File: src/hw/rtl/nearest_color_pixel_locator_core_assert.svh
// Assertion macros shared by the nearest color pixel locator modules.
// Depends on nothing; included by every module that checks its own logic.
`ifndef NEAREST_COLOR_PIXEL_LOCATOR_CORE_ASSERT_SVH
`define NEAREST_COLOR_PIXEL_LOCATOR_CORE_ASSERT_SVH

// Same-cycle implication, disabled while reset is asserted.
`define NCPL_ASSERT_IMPLY(label, clk, rst_n, pre, post) \
    label: assert property (@(posedge clk) disable iff (!rst_n) (pre) |-> (post)) \
        else $error("ncpl: same-cycle check failed");

// Next-cycle implication, disabled while reset is asserted.
`define NCPL_ASSERT_NEXT(label, clk, rst_n, pre, post) \
    label: assert property (@(posedge clk) disable iff (!rst_n) (pre) |=> (post)) \
        else $error("ncpl: next-cycle check failed");

`endif

File: src/hw/rtl/ncpl_pkg.sv
// Package of the nearest color pixel locator: widths and types shared by the
// front, queue and back modules, register codes and the square root step.
package ncpl_pkg;

    // Frame geometry limits.
    localparam int MAX_COLUMNS = 1024;
    localparam int MAX_ROWS    = 1024;
    localparam int COL_W       = $clog2(MAX_COLUMNS);
    localparam int ROW_W       = $clog2(MAX_ROWS);

    // Fixed field widths.
    localparam int CH_W   = 8;
    localparam int THR_W  = 10;
    localparam int FW_W   = 11;
    localparam int POS_W  = 10;
    localparam int IDX_W  = 8;
    localparam int DATA_W = 11;

    // Squared distance and square root pipeline.
    localparam int SQ_W            = 18;
    localparam int SQRT_STEPS      = SQ_W / 2;
    localparam int DIST_W          = SQRT_STEPS;
    localparam int REM_W           = DIST_W + 1;
    localparam int SQRT_STAGES     = 3;
    localparam int STEPS_PER_STAGE = SQRT_STEPS / SQRT_STAGES;

    localparam logic [DIST_W-1:0] MIN_RESET = '1;

    // Queue between front and back.
    localparam int Q_DEPTH = 4;
    localparam int Q_AW    = $clog2(Q_DEPTH);

    // Register indexes of the configuration port.
    typedef enum logic [IDX_W-1:0] {
        REG_TARGET_BLUE     = 8'd0,
        REG_TARGET_GREEN    = 8'd1,
        REG_TARGET_RED      = 8'd2,
        REG_MATCH_THRESHOLD = 8'd3,
        REG_FRAME_WIDTH     = 8'd4
    } reg_index_t;

    typedef struct packed {
        logic [CH_W-1:0]  target_blue;
        logic [CH_W-1:0]  target_green;
        logic [CH_W-1:0]  target_red;
        logic [THR_W-1:0] match_threshold;
        logic [FW_W-1:0]  frame_width;
    } cfg_t;

    typedef struct packed {
        logic [CH_W-1:0] blue;
        logic [CH_W-1:0] green;
        logic [CH_W-1:0] red;
        logic            last;
    } pixel_t;

    // One item in the queue: squared distance and the pixel position.
    typedef struct packed {
        logic [SQ_W-1:0]  sumsq;
        logic [COL_W-1:0] col;
        logic [ROW_W-1:0] row;
        logic             last;
    } q_item_t;

    typedef struct packed {
        logic [REM_W-1:0]  rem;
        logic [DIST_W-1:0] root;
        logic [SQ_W-1:0]   v;
    } sqrt_state_t;

    typedef struct packed {
        sqrt_state_t      sq;
        logic [COL_W-1:0] col;
        logic [ROW_W-1:0] row;
        logic             last;
    } back_stage_t;

    typedef struct packed {
        logic [POS_W-1:0]  match_column;
        logic [POS_W-1:0]  match_row;
        logic [DIST_W-1:0] best_distance;
        logic              match_found;
    } result_t;

    // One digit of the restoring square root: brings in the next two bits.
    function automatic sqrt_state_t sqrt_step(input sqrt_state_t s);
        logic [REM_W+1:0] rem_sh;
        logic [REM_W+1:0] trial;
        sqrt_state_t      r;
        rem_sh = {s.rem, s.v[SQ_W-1 -: 2]};
        trial  = {1'b0, s.root, 2'b01};
        r.v    = {s.v[SQ_W-3:0], 2'b00};
        if (rem_sh >= trial)
        begin
            r.rem  = REM_W'(rem_sh - trial);
            r.root = {s.root[DIST_W-2:0], 1'b1};
        end
        else
        begin
            r.rem  = REM_W'(rem_sh);
            r.root = {s.root[DIST_W-2:0], 1'b0};
        end
        return r;
    endfunction

endpackage

File: src/hw/rtl/ncpl_if.sv
// Channel interfaces of the nearest color pixel locator: pixels in, results
// out and register writes. Depends on ncpl_pkg for the field widths.

// Pixel channel.
interface ncpl_pixel_if import ncpl_pkg::*; ();
    logic            valid;
    logic            ready;
    logic [CH_W-1:0] pixel_blue;
    logic [CH_W-1:0] pixel_green;
    logic [CH_W-1:0] pixel_red;
    logic            frame_end;

    modport source (output valid, pixel_blue, pixel_green, pixel_red, frame_end,
                    input ready);
    modport sink (input valid, pixel_blue, pixel_green, pixel_red, frame_end,
                  output ready);
endinterface

// Result channel.
interface ncpl_result_if import ncpl_pkg::*; ();
    logic              valid;
    logic              ready;
    logic [POS_W-1:0]  match_column;
    logic [POS_W-1:0]  match_row;
    logic [DIST_W-1:0] best_distance;
    logic              match_found;

    modport source (output valid, match_column, match_row, best_distance, match_found,
                    input ready);
    modport sink (input valid, match_column, match_row, best_distance, match_found,
                  output ready);
endinterface

// Register write channel.
interface ncpl_cfg_if import ncpl_pkg::*; ();
    logic              valid;
    logic              ready;
    logic [IDX_W-1:0]  index;
    logic [DATA_W-1:0] data;

    modport source (output valid, index, data, input ready);
    modport sink (input valid, index, data, output ready);
endinterface

File: src/hw/rtl/ncpl_front.sv
// Front of the locator: accepts pixels, tracks column and row, and computes
// the squared color distance in two stages. Depends on ncpl_pkg.
`include "nearest_color_pixel_locator_core_assert.svh"

module ncpl_front import ncpl_pkg::*; (
    input  logic    clk,
    input  logic    rst_n,
    input  cfg_t    cfg,
    input  logic    in_valid,
    output logic    in_ready,
    input  pixel_t  in_px,
    output logic    q_valid,
    input  logic    q_ready,
    output q_item_t q_item
);

    logic [COL_W-1:0] col_reg, col_next;
    logic [ROW_W-1:0] row_reg, row_next;
    logic [COL_W:0]   width_eff;
    logic [COL_W:0]   col_inc;
    logic [ROW_W:0]   row_inc;

    logic             s1_v_reg, s1_v_next;
    logic [CH_W-1:0]  db_reg, dg_reg, dr_reg;
    logic [COL_W-1:0] s1_col_reg;
    logic [ROW_W-1:0] s1_row_reg;
    logic             s1_last_reg;

    logic             s2_v_reg, s2_v_next;
    q_item_t          s2_item_reg;

    logic             in_fire;
    logic             s2_ld;
    logic             push;
    logic [SQ_W-1:0]  sumsq;

    assign push     = s2_v_reg && q_ready;
    assign s2_ld    = s1_v_reg && (!s2_v_reg || q_ready);
    assign in_ready = !s1_v_reg || !s2_v_reg || q_ready;
    assign in_fire  = in_valid && in_ready;

    // Effective row width: zero acts as one, anything above the limit is clipped.
    always_comb
    begin
        if (cfg.frame_width == '0)
            width_eff = (COL_W+1)'(1);
        else if (32'(cfg.frame_width) > MAX_COLUMNS)
            width_eff = (COL_W+1)'(MAX_COLUMNS);
        else
            width_eff = (COL_W+1)'(cfg.frame_width);
    end

    // Position counters advance per pixel and clear at the frame end.
    always_comb
    begin
        col_inc  = (COL_W+1)'(col_reg) + (COL_W+1)'(1);
        row_inc  = (ROW_W+1)'(row_reg) + (ROW_W+1)'(1);
        col_next = col_reg;
        row_next = row_reg;
        if (in_fire)
        begin
            if (in_px.last)
            begin
                col_next = '0;
                row_next = '0;
            end
            else if (col_inc >= width_eff)
            begin
                col_next = '0;
                if (row_inc >= (ROW_W+1)'(MAX_ROWS))
                    row_next = '0;
                else
                    row_next = ROW_W'(row_inc);
            end
            else
            begin
                col_next = COL_W'(col_inc);
            end
        end
    end

    // Stage valid bits.
    always_comb
    begin
        s1_v_next = s1_v_reg;
        if (in_fire)
            s1_v_next = 1'b1;
        else if (s2_ld)
            s1_v_next = 1'b0;

        s2_v_next = s2_v_reg;
        if (s2_ld)
            s2_v_next = 1'b1;
        else if (push)
            s2_v_next = 1'b0;
    end

    always_ff @(posedge clk or negedge rst_n)
    begin
        if (!rst_n)
        begin
            col_reg  <= '0;
            row_reg  <= '0;
            s1_v_reg <= 1'b0;
            s2_v_reg <= 1'b0;
        end
        else
        begin
            col_reg  <= col_next;
            row_reg  <= row_next;
            s1_v_reg <= s1_v_next;
            s2_v_reg <= s2_v_next;
        end
    end

    // Stage one: absolute channel differences.
    always_ff @(posedge clk)
    begin
        if (in_fire)
        begin
            db_reg      <= (in_px.blue > cfg.target_blue) ? in_px.blue - cfg.target_blue
                                                          : cfg.target_blue - in_px.blue;
            dg_reg      <= (in_px.green > cfg.target_green) ? in_px.green - cfg.target_green
                                                            : cfg.target_green - in_px.green;
            dr_reg      <= (in_px.red > cfg.target_red) ? in_px.red - cfg.target_red
                                                        : cfg.target_red - in_px.red;
            s1_col_reg  <= col_reg;
            s1_row_reg  <= row_reg;
            s1_last_reg <= in_px.last;
        end
    end

    // Stage two: sum of the three squares, each product at the full sum width.
    assign sumsq = SQ_W'(db_reg) * SQ_W'(db_reg)
                 + SQ_W'(dg_reg) * SQ_W'(dg_reg)
                 + SQ_W'(dr_reg) * SQ_W'(dr_reg);

    always_ff @(posedge clk)
    begin
        if (s2_ld)
        begin
            s2_item_reg.sumsq <= sumsq;
            s2_item_reg.col   <= s1_col_reg;
            s2_item_reg.row   <= s1_row_reg;
            s2_item_reg.last  <= s1_last_reg;
        end
    end

    assign q_valid = s2_v_reg;
    assign q_item  = s2_item_reg;

    // A frame-end pixel starts the next frame at the origin.
    `NCPL_ASSERT_NEXT(a_pos_clear, clk, rst_n, in_fire && in_px.last, (col_reg == '0) && (row_reg == '0))
    // Stage two never drops an item it still holds.
    `NCPL_ASSERT_NEXT(a_s2_hold, clk, rst_n, s2_v_reg && !q_ready, s2_v_reg)

endmodule

File: src/hw/rtl/ncpl_fifo.sv
// Short register queue between the front and the back of the locator.
// Depends on ncpl_pkg for the item type and the depth.
`include "nearest_color_pixel_locator_core_assert.svh"

module ncpl_fifo import ncpl_pkg::*; (
    input  logic    clk,
    input  logic    rst_n,
    input  logic    push_valid,
    output logic    push_ready,
    input  q_item_t push_item,
    output logic    pop_valid,
    input  logic    pop_ready,
    output q_item_t pop_item
);

    localparam int CNT_W = Q_AW + 1;
    localparam logic [CNT_W-1:0] CNT_ONE  = CNT_W'(1);
    localparam logic [CNT_W-1:0] CNT_FULL = CNT_W'(Q_DEPTH);
    localparam logic [Q_AW-1:0]  PTR_LAST = Q_AW'(Q_DEPTH - 1);

    q_item_t          mem_reg [Q_DEPTH];
    logic [Q_AW-1:0]  wr_ptr_reg, wr_ptr_next;
    logic [Q_AW-1:0]  rd_ptr_reg, rd_ptr_next;
    logic [CNT_W-1:0] cnt_reg, cnt_next;
    logic             push;
    logic             pop;

    assign push_ready = (cnt_reg != CNT_FULL);
    assign pop_valid  = (cnt_reg != '0);
    assign push       = push_valid && push_ready;
    assign pop        = pop_valid && pop_ready;
    assign pop_item   = mem_reg[rd_ptr_reg];

    // Pointer and fill count update.
    always_comb
    begin
        wr_ptr_next = wr_ptr_reg;
        rd_ptr_next = rd_ptr_reg;
        cnt_next    = cnt_reg;
        if (push)
            wr_ptr_next = (wr_ptr_reg == PTR_LAST) ? '0 : wr_ptr_reg + Q_AW'(1);
        if (pop)
            rd_ptr_next = (rd_ptr_reg == PTR_LAST) ? '0 : rd_ptr_reg + Q_AW'(1);
        if (push && !pop)
            cnt_next = cnt_reg + CNT_ONE;
        else if (pop && !push)
            cnt_next = cnt_reg - CNT_ONE;
    end

    always_ff @(posedge clk or negedge rst_n)
    begin
        if (!rst_n)
        begin
            wr_ptr_reg <= '0;
            rd_ptr_reg <= '0;
            cnt_reg    <= '0;
        end
        else
        begin
            wr_ptr_reg <= wr_ptr_next;
            rd_ptr_reg <= rd_ptr_next;
            cnt_reg    <= cnt_next;
        end
    end

    // Storage.
    always_ff @(posedge clk)
    begin
        if (push)
            mem_reg[wr_ptr_reg] <= push_item;
    end

    // A pop without a push shrinks the queue by one item.
    `NCPL_ASSERT_NEXT(a_pop_count, clk, rst_n, pop && !push, cnt_reg == $past(cnt_reg) - CNT_ONE)
    // The fill count tracks the pointer distance.
    `NCPL_ASSERT_IMPLY(a_ptr_count, clk, rst_n, (cnt_reg == '0) || (cnt_reg == CNT_FULL), wr_ptr_reg == rd_ptr_reg)

endmodule

File: src/hw/rtl/ncpl_back.sv
// Back of the locator: pipelined integer square root, running minimum with
// its position, and the result register. Depends on ncpl_pkg.
`include "nearest_color_pixel_locator_core_assert.svh"

module ncpl_back import ncpl_pkg::*; (
    input  logic    clk,
    input  logic    rst_n,
    input  cfg_t    cfg,
    input  logic    q_valid,
    output logic    q_ready,
    input  q_item_t q_item,
    output logic    out_valid,
    input  logic    out_ready,
    output result_t out_res
);

    localparam int LAST_ST = SQRT_STAGES - 1;

    back_stage_t       stage_reg  [SQRT_STAGES];
    back_stage_t       stage_next [SQRT_STAGES];
    logic [SQRT_STAGES-1:0] stage_v_reg;

    logic [DIST_W-1:0] min_reg;
    logic [COL_W-1:0]  best_col_reg;
    logic [ROW_W-1:0]  best_row_reg;
    logic              out_v_reg;
    result_t           out_res_reg;

    logic              adv;
    logic              acc_fire;
    logic              hit;
    logic [DIST_W-1:0] cur_dist;
    logic [DIST_W-1:0] new_min;
    logic [COL_W-1:0]  new_col;
    logic [ROW_W-1:0]  new_row;

    // The whole back stalls only when a frame result finds the output full.
    assign adv      = !(stage_v_reg[LAST_ST] && stage_reg[LAST_ST].last
                        && out_v_reg && !out_ready);
    assign q_ready  = adv;
    assign acc_fire = adv && stage_v_reg[LAST_ST];

    // Square root stages, a few digits each.
    always_comb
    begin
        back_stage_t src;
        for (int k = 0; k < SQRT_STAGES; k++)
        begin
            if (k == 0)
            begin
                src.sq.rem  = '0;
                src.sq.root = '0;
                src.sq.v    = q_item.sumsq;
                src.col     = q_item.col;
                src.row     = q_item.row;
                src.last    = q_item.last;
            end
            else
            begin
                src = stage_reg[k-1];
            end
            for (int s = 0; s < STEPS_PER_STAGE; s++)
                src.sq = sqrt_step(src.sq);
            stage_next[k] = src;
        end
    end

    always_ff @(posedge clk or negedge rst_n)
    begin
        if (!rst_n)
            stage_v_reg <= '0;
        else if (adv)
            stage_v_reg <= {stage_v_reg[SQRT_STAGES-2:0], q_valid};
    end

    always_ff @(posedge clk)
    begin
        if (adv)
        begin
            for (int k = 0; k < SQRT_STAGES; k++)
                stage_reg[k] <= stage_next[k];
        end
    end

    // Strictly smaller distance wins, so the first pixel keeps a tie.
    assign cur_dist = stage_reg[LAST_ST].sq.root;
    assign hit      = cur_dist < min_reg;
    assign new_min  = hit ? cur_dist : min_reg;
    assign new_col  = hit ? stage_reg[LAST_ST].col : best_col_reg;
    assign new_row  = hit ? stage_reg[LAST_ST].row : best_row_reg;

    always_ff @(posedge clk or negedge rst_n)
    begin
        if (!rst_n)
        begin
            min_reg      <= MIN_RESET;
            best_col_reg <= '0;
            best_row_reg <= '0;
            out_v_reg    <= 1'b0;
        end
        else
        begin
            if (acc_fire)
            begin
                if (stage_reg[LAST_ST].last)
                begin
                    min_reg      <= MIN_RESET;
                    best_col_reg <= '0;
                    best_row_reg <= '0;
                end
                else
                begin
                    min_reg      <= new_min;
                    best_col_reg <= new_col;
                    best_row_reg <= new_row;
                end
            end
            if (acc_fire && stage_reg[LAST_ST].last)
                out_v_reg <= 1'b1;
            else if (out_ready)
                out_v_reg <= 1'b0;
        end
    end

    // Result register, loaded at the frame end.
    always_ff @(posedge clk)
    begin
        if (acc_fire && stage_reg[LAST_ST].last)
        begin
            out_res_reg.match_column  <= POS_W'(new_col);
            out_res_reg.match_row     <= POS_W'(new_row);
            out_res_reg.best_distance <= new_min;
            out_res_reg.match_found   <= THR_W'(new_min) < cfg.match_threshold;
        end
    end

    assign out_valid = out_v_reg;
    assign out_res   = out_res_reg;

    // Frame state is back at its reset value after a frame-end item.
    `NCPL_ASSERT_NEXT(a_min_clear, clk, rst_n, acc_fire && stage_reg[LAST_ST].last, min_reg == MIN_RESET)
    // A new result only ever follows a frame-end item leaving the pipeline.
    `NCPL_ASSERT_IMPLY(a_out_src, clk, rst_n, $rose(out_v_reg), $past(stage_v_reg[LAST_ST] && stage_reg[LAST_ST].last))

endmodule

File: src/hw/rtl/nearest_color_pixel_locator_core.sv
// Top level of the nearest color pixel locator: register file and the
// front, queue and back. Depends on ncpl_pkg, ncpl_if and the ncpl modules.

// The core takes one pixel per clock and keeps that rate for as long as
// results are taken. A pixel passes two front stages (channel differences,
// then the sum of squares), a four-item queue, three square root stages of
// three digits each and the minimum tracker before its frame result is
// registered. The back holds only while a frame result waits on a full
// output register; the queue takes up that hold, and input ready drops once
// the queue and both front stages are full. Register writes are taken every
// cycle and belong between frames.
module nearest_color_pixel_locator_core import ncpl_pkg::*; (
    input  logic          clk,
    input  logic          rst_n,
    ncpl_pixel_if.sink    pixels,
    ncpl_result_if.source results,
    ncpl_cfg_if.sink      regs
);

    cfg_t    cfg_reg;
    pixel_t  in_px;
    logic    q_push_valid, q_push_ready;
    q_item_t q_push_item;
    logic    q_pop_valid, q_pop_ready;
    q_item_t q_pop_item;
    result_t res;

    // Register file.
    assign regs.ready = 1'b1;

    always_ff @(posedge clk or negedge rst_n)
    begin
        if (!rst_n)
        begin
            cfg_reg.target_blue     <= CH_W'(255);
            cfg_reg.target_green    <= '0;
            cfg_reg.target_red      <= '0;
            cfg_reg.match_threshold <= THR_W'(300);
            cfg_reg.frame_width     <= FW_W'(640);
        end
        else if (regs.valid)
        begin
            unique case (regs.index)
                REG_TARGET_BLUE:     cfg_reg.target_blue     <= regs.data[CH_W-1:0];
                REG_TARGET_GREEN:    cfg_reg.target_green    <= regs.data[CH_W-1:0];
                REG_TARGET_RED:      cfg_reg.target_red      <= regs.data[CH_W-1:0];
                REG_MATCH_THRESHOLD: cfg_reg.match_threshold <= regs.data[THR_W-1:0];
                REG_FRAME_WIDTH:     cfg_reg.frame_width     <= regs.data[FW_W-1:0];
                default:             cfg_reg                 <= cfg_reg;
            endcase
        end
    end

    // Input item packing.
    assign in_px.blue  = pixels.pixel_blue;
    assign in_px.green = pixels.pixel_green;
    assign in_px.red   = pixels.pixel_red;
    assign in_px.last  = pixels.frame_end;

    ncpl_front u_front (
        .clk      (clk),
        .rst_n    (rst_n),
        .cfg      (cfg_reg),
        .in_valid (pixels.valid),
        .in_ready (pixels.ready),
        .in_px    (in_px),
        .q_valid  (q_push_valid),
        .q_ready  (q_push_ready),
        .q_item   (q_push_item)
    );

    ncpl_fifo u_fifo (
        .clk        (clk),
        .rst_n      (rst_n),
        .push_valid (q_push_valid),
        .push_ready (q_push_ready),
        .push_item  (q_push_item),
        .pop_valid  (q_pop_valid),
        .pop_ready  (q_pop_ready),
        .pop_item   (q_pop_item)
    );

    ncpl_back u_back (
        .clk       (clk),
        .rst_n     (rst_n),
        .cfg       (cfg_reg),
        .q_valid   (q_pop_valid),
        .q_ready   (q_pop_ready),
        .q_item    (q_pop_item),
        .out_valid (results.valid),
        .out_ready (results.ready),
        .out_res   (res)
    );

    // Result item unpacking.
    assign results.match_column  = res.match_column;
    assign results.match_row     = res.match_row;
    assign results.best_distance = res.best_distance;
    assign results.match_found   = res.match_found;

endmodule
File: src/flat_wrapper.sv
// flat-port wrapper written by rule: the top's interface ports become plain ports
module nearest_color_pixel_locator_core_flat import ncpl_pkg::*;
  (clk, rst_n, pixels_valid, pixels_pixel_blue, pixels_pixel_green, pixels_pixel_red, pixels_frame_end, pixels_ready, results_valid, results_match_column, results_match_row, results_best_distance, results_match_found, results_ready, regs_valid, regs_index, regs_data, regs_ready);
  ncpl_pixel_if pixels_i ();
  ncpl_result_if results_i ();
  ncpl_cfg_if regs_i ();
  input  logic clk;
  input  logic rst_n;
  input wire logic [$bits(pixels_i.valid)-1:0] pixels_valid;
  input wire logic [$bits(pixels_i.pixel_blue)-1:0] pixels_pixel_blue;
  input wire logic [$bits(pixels_i.pixel_green)-1:0] pixels_pixel_green;
  input wire logic [$bits(pixels_i.pixel_red)-1:0] pixels_pixel_red;
  input wire logic [$bits(pixels_i.frame_end)-1:0] pixels_frame_end;
  output wire logic [$bits(pixels_i.ready)-1:0] pixels_ready;
  output wire logic [$bits(results_i.valid)-1:0] results_valid;
  output wire logic [$bits(results_i.match_column)-1:0] results_match_column;
  output wire logic [$bits(results_i.match_row)-1:0] results_match_row;
  output wire logic [$bits(results_i.best_distance)-1:0] results_best_distance;
  output wire logic [$bits(results_i.match_found)-1:0] results_match_found;
  input wire logic [$bits(results_i.ready)-1:0] results_ready;
  input wire logic [$bits(regs_i.valid)-1:0] regs_valid;
  input wire logic [$bits(regs_i.index)-1:0] regs_index;
  input wire logic [$bits(regs_i.data)-1:0] regs_data;
  output wire logic [$bits(regs_i.ready)-1:0] regs_ready;
  assign pixels_i.valid = pixels_valid;
  assign pixels_i.pixel_blue = pixels_pixel_blue;
  assign pixels_i.pixel_green = pixels_pixel_green;
  assign pixels_i.pixel_red = pixels_pixel_red;
  assign pixels_i.frame_end = pixels_frame_end;
  assign pixels_ready = pixels_i.ready;
  assign results_valid = results_i.valid;
  assign results_match_column = results_i.match_column;
  assign results_match_row = results_i.match_row;
  assign results_best_distance = results_i.best_distance;
  assign results_match_found = results_i.match_found;
  assign results_i.ready = results_ready;
  assign regs_i.valid = regs_valid;
  assign regs_i.index = regs_index;
  assign regs_i.data = regs_data;
  assign regs_ready = regs_i.ready;
  nearest_color_pixel_locator_core u_core (.clk(clk), .rst_n(rst_n), .pixels(pixels_i), .results(results_i), .regs(regs_i));
endmodule
File: config.mk
export PLATFORM = sky130hd
export DESIGN_NAME = nearest_color_pixel_locator_core_flat
export DESIGN_NICKNAME = d
export VERILOG_FILES = /design/src/hw/rtl/ncpl_pkg.sv /design/src/hw/rtl/ncpl_if.sv /design/src/hw/rtl/ncpl_front.sv /design/src/hw/rtl/ncpl_fifo.sv /design/src/hw/rtl/ncpl_back.sv /design/src/hw/rtl/nearest_color_pixel_locator_core.sv /design/src/flat_wrapper.sv
export VERILOG_INCLUDE_DIRS = /design/src /design/src/hw/rtl
export SDC_FILE = /design/constraint.sdc
export NUM_CORES = 1
export LEC_CHECK = 0
export ABC_AREA = 1
export BUFFER_PORTS_ARGS = -buffer_cell sky130_fd_sc_hd__buf_2
export CAP_MARGIN = 30
export CORE_ASPECT_RATIO = 0.9
export CORE_MARGIN = 3
export CORE_UTILIZATION = 60
export CTS_CLUSTER_DIAMETER = 100
export CTS_CLUSTER_SIZE = 20
export DETAILED_ROUTE_END_ITERATION = 8
export PLACE_DENSITY = 0.77
export SETUP_SLACK_MARGIN = 0.1
export SLEW_MARGIN = 40
export SYNTH_ARGS = -nofsm -noshare
export SYNTH_HDL_FRONTEND = slang
export SYNTH_SLANG_ARGS = --single-unit
File: constraint.sdc
create_clock -name clk -period 7.15 [get_ports clk]
set_clock_uncertainty 0.1 [all_clocks]
set_input_delay 1.43 -clock clk [delete_from_list [all_inputs] [get_ports clk]]
set_output_delay 1.43 -clock clk [all_outputs]
set_load 0.02 [all_outputs]
== After elaboration in Yosys (flattened, before gate mapping) ==
Memories as Yosys holds them, arrays and structs flattened.
Cells that the tools add are included.

* RAM bits: 312
* Bits of input ports: 49
* Flip-flop bits (word level): 221
* Memories kept: 2

* Add/sub/neg operators: 23
* Reductions and logical operators: 34
* Multipliers: 3
* Equality and inequality tests: 7
* Muxes and demuxes: 38
* Order comparisons: 17

{| class="wikitable"
|+ Memories
! name !! depth !! bits a word !! read ports !! clocked after memory_dff !! wr ports !! RTL line !! RTL
|-
| u_core.u_back.stage_reg || 3 || 52 || 3 || 0 || 3 || ncpl_back.sv:19 || <nowiki>back_stage_t stage_reg [SQRT_STAGES];</nowiki>
|-
| u_core.u_fifo.mem_reg || 4 || 39 || 1 || 0 || 1 || ncpl_fifo.sv:21 || <nowiki>q_item_t mem_reg [Q_DEPTH];</nowiki>
|}

{| class="wikitable"
|+ Operators by type and width
! kind !! count
|-
| two-way mux 19 bit || 9
|-
| >= comparator 12 x 11 -> 1 bit || 8
|-
| two-way mux 10 bit || 9
|-
| subtractor 10 bit || 8
|-
| multiplier 8 x 8 -> 16 bit || 3
|-
| subtractor 8 bit || 6
|-
| greater-than comparator 8 bit || 3
|-
| two-way mux 8 bit || 3
|-
| adder 10 x 1 -> 11 bit (second input constant) || 2
|-
| two-way mux 11 bit || 2
|-
| adder 17 x 16 -> 18 bit || 1
|-
| two-way mux 9 bit || 2
|-
| adder 16 x 16 -> 17 bit || 1
|-
| equality test 8 x 2 -> 1 bit (second input constant) || 2
|-
| AND reduction 2 bit || 6
|-
| >= comparator 11 bit || 1
|-
| >= comparator 11 bit (second input constant) || 1
|-
| greater-than comparator 11 bit (second input constant) || 1
|-
| logical AND 1 bit || 11
|-
| zero test 11 bit || 1
|-
| less-than comparator 9 x 10 -> 1 bit || 1
|-
| nonzero test 2 bit || 5
|-
| less-than comparator 9 bit || 1
|-
| two-way mux 1 bit || 9
|-
| other kinds (15) || 26
|}

== Depth between registers and ports, before layout ==
An unclocked memory read counts as a cell.

* Depth in word-level cells: 9
* Gate-level depth with buffers: 33
* Gate-level depth less buffers: 31

== Modules after synthesis ==
Synthesis repeated with hierarchy kept, for this count alone.

* Cell total of the unflattened synthesis: 3156
* Area, all modules: 30723.2 µm²

{| class="wikitable"
|+ By module, submodules not included
! module !! instances !! cells each !! area an instance (µm²)
|-
| ncpl_front || 1 || 1406 || 12225.5
|-
| ncpl_back || 1 || 1019 || 9831.9
|-
| ncpl_fifo || 1 || 515 || 6754.0
|-
| nearest_color_pixel_locator_core || 1 || 216 || 1911.8
|}

== Least setup slack after synthesis ==
Ideal clock, no wire load.

* Path kind: register to register
* Start point: reg u_core.u_front.dr_reg[0]
* End point: reg u_core.u_front.s2_item_reg, in the netlist u_core.u_front.q_item[36] (data pin)
* Path slack: 833 ps
* Required time: 6790 ps
* Setup time: 260 ps
* Path buffers: 1
* Arrival: 5957 ps
* Stages on the path, launching flop included: 25
* Period minus slack after synthesis: 6317 ps
* Path through: edfxtp_1 -> clkbuf_1 -> nand2_1 -> fa_1 -> fa_1 -> fa_1 -> inv_1 -> fa_1 -> fa_1 -> inv_1 -> fa_1 -> fa_1 -> inv_1 -> ha_1 -> a21o_1 -> a31oi_1 -> inv_1 -> a21oi_1 -> nor2_1 -> o21ai_0 -> nand2_1 -> a21oi_1 -> nor2_1 -> nor2_1 -> xor2_1

* Word-level cells in the longest chain between the ends: 2

{| class="wikitable"
|+ RTL lines
! element !! RTL line !! RTL
|-
| from (decl) || ncpl_front.sv:24 || <nowiki>logic [CH_W-1:0] db_reg, dg_reg, dr_reg;</nowiki>
|-
| from (signal assigned) || ncpl_front.sv:125 || <nowiki>dr_reg <= (in_px.red > cfg.target_red) ? in_px.red - cfg.target_red</nowiki>
|-
| multiplier 8 x 8 -> 16 bit || ncpl_front.sv:136 || <nowiki>+ SQ_W'(dr_reg) * SQ_W'(dr_reg);</nowiki>
|-
| adder 17 x 16 -> 18 bit || ncpl_front.sv:136 ||
|-
| via u_core.u_front.sumsq[15] || ncpl_front.sv:35 || <nowiki>logic [SQ_W-1:0] sumsq;</nowiki>
|-
| to (decl) || ncpl_front.sv:30 || <nowiki>q_item_t s2_item_reg;</nowiki>
|}

The timed path passes the listed nets, and every way through them passes these cells.
A chain may end at the register's enable or synchronous reset.

== Final worst setup path ==
* Start point: reg u_core.u_front.db_reg[6]
* End point: reg u_core.u_front.s2_item_reg, in the netlist u_core.u_front.q_item[36] (data pin)

* Word-level cells in the longest chain between the ends: 3

{| class="wikitable"
|+ RTL lines
! element !! RTL line !! RTL
|-
| from (decl) || ncpl_front.sv:24 ||
|-
| from (signal assigned) || ncpl_front.sv:121 || <nowiki>db_reg <= (in_px.blue > cfg.target_blue) ? in_px.blue - cfg.target_blue</nowiki>
|-
| multiplier 8 x 8 -> 16 bit || ncpl_front.sv:134 || <nowiki>assign sumsq = SQ_W'(db_reg) * SQ_W'(db_reg)</nowiki>
|-
| adder 16 x 16 -> 17 bit || ncpl_front.sv:135 || <nowiki>+ SQ_W'(dg_reg) * SQ_W'(dg_reg)</nowiki>
|-
| adder 17 x 16 -> 18 bit || ncpl_front.sv:136 ||
|-
| via u_core.u_front.sumsq[15] || ncpl_front.sv:35 ||
|}

The timed path passes the listed nets, and every way through them passes these cells.

==> flow_summary_export.csv <==
group,metric,value,unit
status,status,"completed",
placement,io_buffers,80,
critical_path,crit_buf_inv,6,
critical_path,worst-path-max-fanout,10,
clocking,h-tree-depth,1,
synthesis,synth_edf_count,389,
detailed_routing,wirelength,59.7,mm
synthesis,synthesis.nets,3188,
critical_path,path_delay_family,"adder cells",
detailed_routing,route.vias.total,18900,
clocking,clockBufferDepth,3,
synthesis,synthCells,2791,
synthesis,synth_area,0.0287,mm²
floorplanning,rows,75,
critical_path,critPathCaptureType,"flop",
critical_path,worstPathArrival,6950,ps
global_routing,grt.total_usage,23.9,%
placement,placed_area,0.0298,mm²
detailed_routing,postRouteAntennaNets,0,
critical_path,required,7410,ps
layout,final_common_cell,"inv_1",
timing,fin_crit,6690,ps
worst_hold_path,min_path_type,"flop to flop",
synthesis,yosys.area.top_type,"edfxtp_1",
detailed_routing,detail_route.wl_per_cell,17.1,µm
timing,slew_headroom,45.0,%
timing,setup-violations-final,0,
clocking,post-cts-setup-buffer-count,0,
synthesis,ys_top_cells_by_area,"edfxtp_1 (41%), fa_1 (9.8%), ha_1 (9.1%)",
timing,rsz0062_at_grt,"no",
global_routing,antenna_found_initial,2,
clocking,numCtsBuffers,29,
global_routing,grt_pass1_wl,96.5,mm
global_routing,grt_max_degree,69,
layout,largest_reg_flops,156,
critical_path,worst-setup-path-type,"flop to flop",
floorplanning,start_util,61.2,%
synthesis,synth.top_cell.area_share,40.7,%
timing,fin_crit_sh,93.6,%
synthesis,ys.flop_type,"edfxtp_1",
critical_path,slowest_stage,"edfxtp_1",
critical_path,critPathMaxStageDelay,640,ps
placement,place_congestion,0.919,
layout,most-common-layout-cells,"inv_1 (537), nand2_1 (446), edfxtp_1 (389)",
critical_path,startpoint,"u_core.u_front.db_reg[6]",
clocking,clkLatencyLatePin,610,ps
layout,final_cell_area,0.0307,mm²
clocking,cts_tree,"built",
floorplanning,dieArea,0.0505,mm²
floorplanning,core_area,0.0469,mm²
layout,fin_nets,3243,
detailed_routing,first_iter_violations,1506,
synthesis,synthArstFlopShare,21.6,%
critical_path,rr_startpoint,"u_core.u_front.db_reg[6]",
floorplanning,io_pins,82,
timing,worst_slew_pin_slew,820,ps
clocking,cts.sinks,496,
timing,holdWs,317,ps
synthesis,syn_avg_cell_area,10.3,µm²
flow_run,cap_viol_max_count,0,
placement,hpwl,44.9,mm
detailed_routing,via_per_inst,5.42,
synthesis,synth_cell_types,59,
floorplanning,fp.dieW,237,µm
synthesis,synth-seq-area-share,50.1,%
clocking,root_buffer,"clkbuf_16",
floorplanning,fp.dieH,214,µm
clocking,post_cts_resized,0,
global_routing,grt-ovfl-total,0,
detailed_routing,drt-pass1-iter-count,5,
synthesis,synth_warnings,0,
clocking,clk_pin_slew,90,ps
worst_hold_path,hold_path_startpoint,"u_core.u_back.stage_reg[0][26]",
layout,drive_gt1_share,7.22,%
layout,area_growth,6.80,%
critical_path,startpoint_type,"flop",
critical_path,crit_top_cell,"fa_1",
global_routing,first_global_vias,19000,
synthesis,ys_ff_latch,496,
timing,final-max-slew-violation-count,0,
layout,n_fill_cell,3672,
clocking,cts_hold_buf,0,
timing,hold_viol_final,0,
timing,setup_tns,0,ps
detailed_routing,drc,0,
timing,max_freq,149,MHz
-- worst reg2reg max path, cell delays in order, from the launching register on --
cell and delay [ps]:
edfxtp_1 640, nand2_1 190, fa_1 560, inv_1 50, fa_1 470, inv_1 50, fa_1 450, fa_1 520
inv_1 50, fa_1 470, inv_1 50, fa_1 510, fa_1 550, inv_1 40, ha_1 340, a21o_1 180
a31oi_1 210, inv_1 90, a21oi_1 230, nor2_1 70, o21ai_0 140, nand2_1 100, a21oi_1 150, nor2_1 60
nor2_1 110, xor2_1 80
-- synthesized netlist by cell type (10+ instances only) --
cell type / count
clkbuf_1: 68
xor2_1: 46
inv_2: 10
edfxtp_1: 389
dfstp_2: 23
xnor2_1: 17
nor3_1: 23
mux2i_1: 18
ha_1: 208
nor2_1: 186
o21ai_1: 10
o22ai_1: 63
dfrtp_1: 84
o21ai_0: 220
nand2_1: 446
a21oi_1: 99
nand3_1: 84
inv_1: 540
fa_1: 140
nand4_1: 18
-- metrics by stage --
step / utilization [%] / std cells / setup WS, ps
2_1_floorplan: - / 2791 / 833
3_3_place_gp: 63.4 / 3430 / 623
3_5_place_dp: 63.5 / 3431 / 499
4_1_cts: 65.3 / 3485 / 485
5_1_grt: 65.4 / 3485 / 109
6_report: 65.4 / 3486 / 460
-- final timing paths --
| kind | endpoint | slack, ps | cells past startpoint |
|---|---|---|---|
| max in group asynchronous | u_core.cfg_reg[25] | 5150 | 2 |
| hold reg to reg | u_core.u_back.stage_reg[0][84] | 320 | 0 |
| hold / removal | u_core.u_back.stage_reg[0][84] | 320 | 0 |
| setup / recovery | u_core.u_front.q_item[36] | 460 | 25 |
| setup reg to reg | u_core.u_front.q_item[36] | 460 | 25 |
| min in group asynchronous | u_core.u_back.best_row_reg[9] | 760 | 1 |
-- layout make-up --
type                    count  area (µm²)  area share [%]
inverters                 552        2080            6.78
multi-input cells        1671       12000            39.2
repair buffers             96         547            1.78
well taps                 616         771            2.51
diodes                      1        2.50         0.00816
clock inverters             3        47.5           0.155
flip-flops and latches    496       14400            46.9
clock buffers              51         808            2.64
-- layer usage --
metal	track usage (%)	routed length, µm	vias up	part of all wire [%]
li1	-	-	9251	-
met1	32.5	26000	9107	44
met2	40.4	28800	430	48
met3	3.67	3090	94	5.2
met4	7.17	1840	2	3.1
met5	0	9	-	0.015
-- logic make-up (layout without fill, tap and decap cells) --
group	after synthesis	after routing	share of synthesized area [%]
fa+ha+maj	348	348	18.8
mux	18	18	0.627
xor+xnor	63	63	1.92
other cells	1	2	0.0131
compound gates	438	438	8.38
simple gates	803	803	11.9
flops	496	496	50.1
buf+inv	624	702	8.23
Power is left out: the tool's default activity adds up to more than one toggle a clock period on the data nets, which glitch-free logic cannot reach.
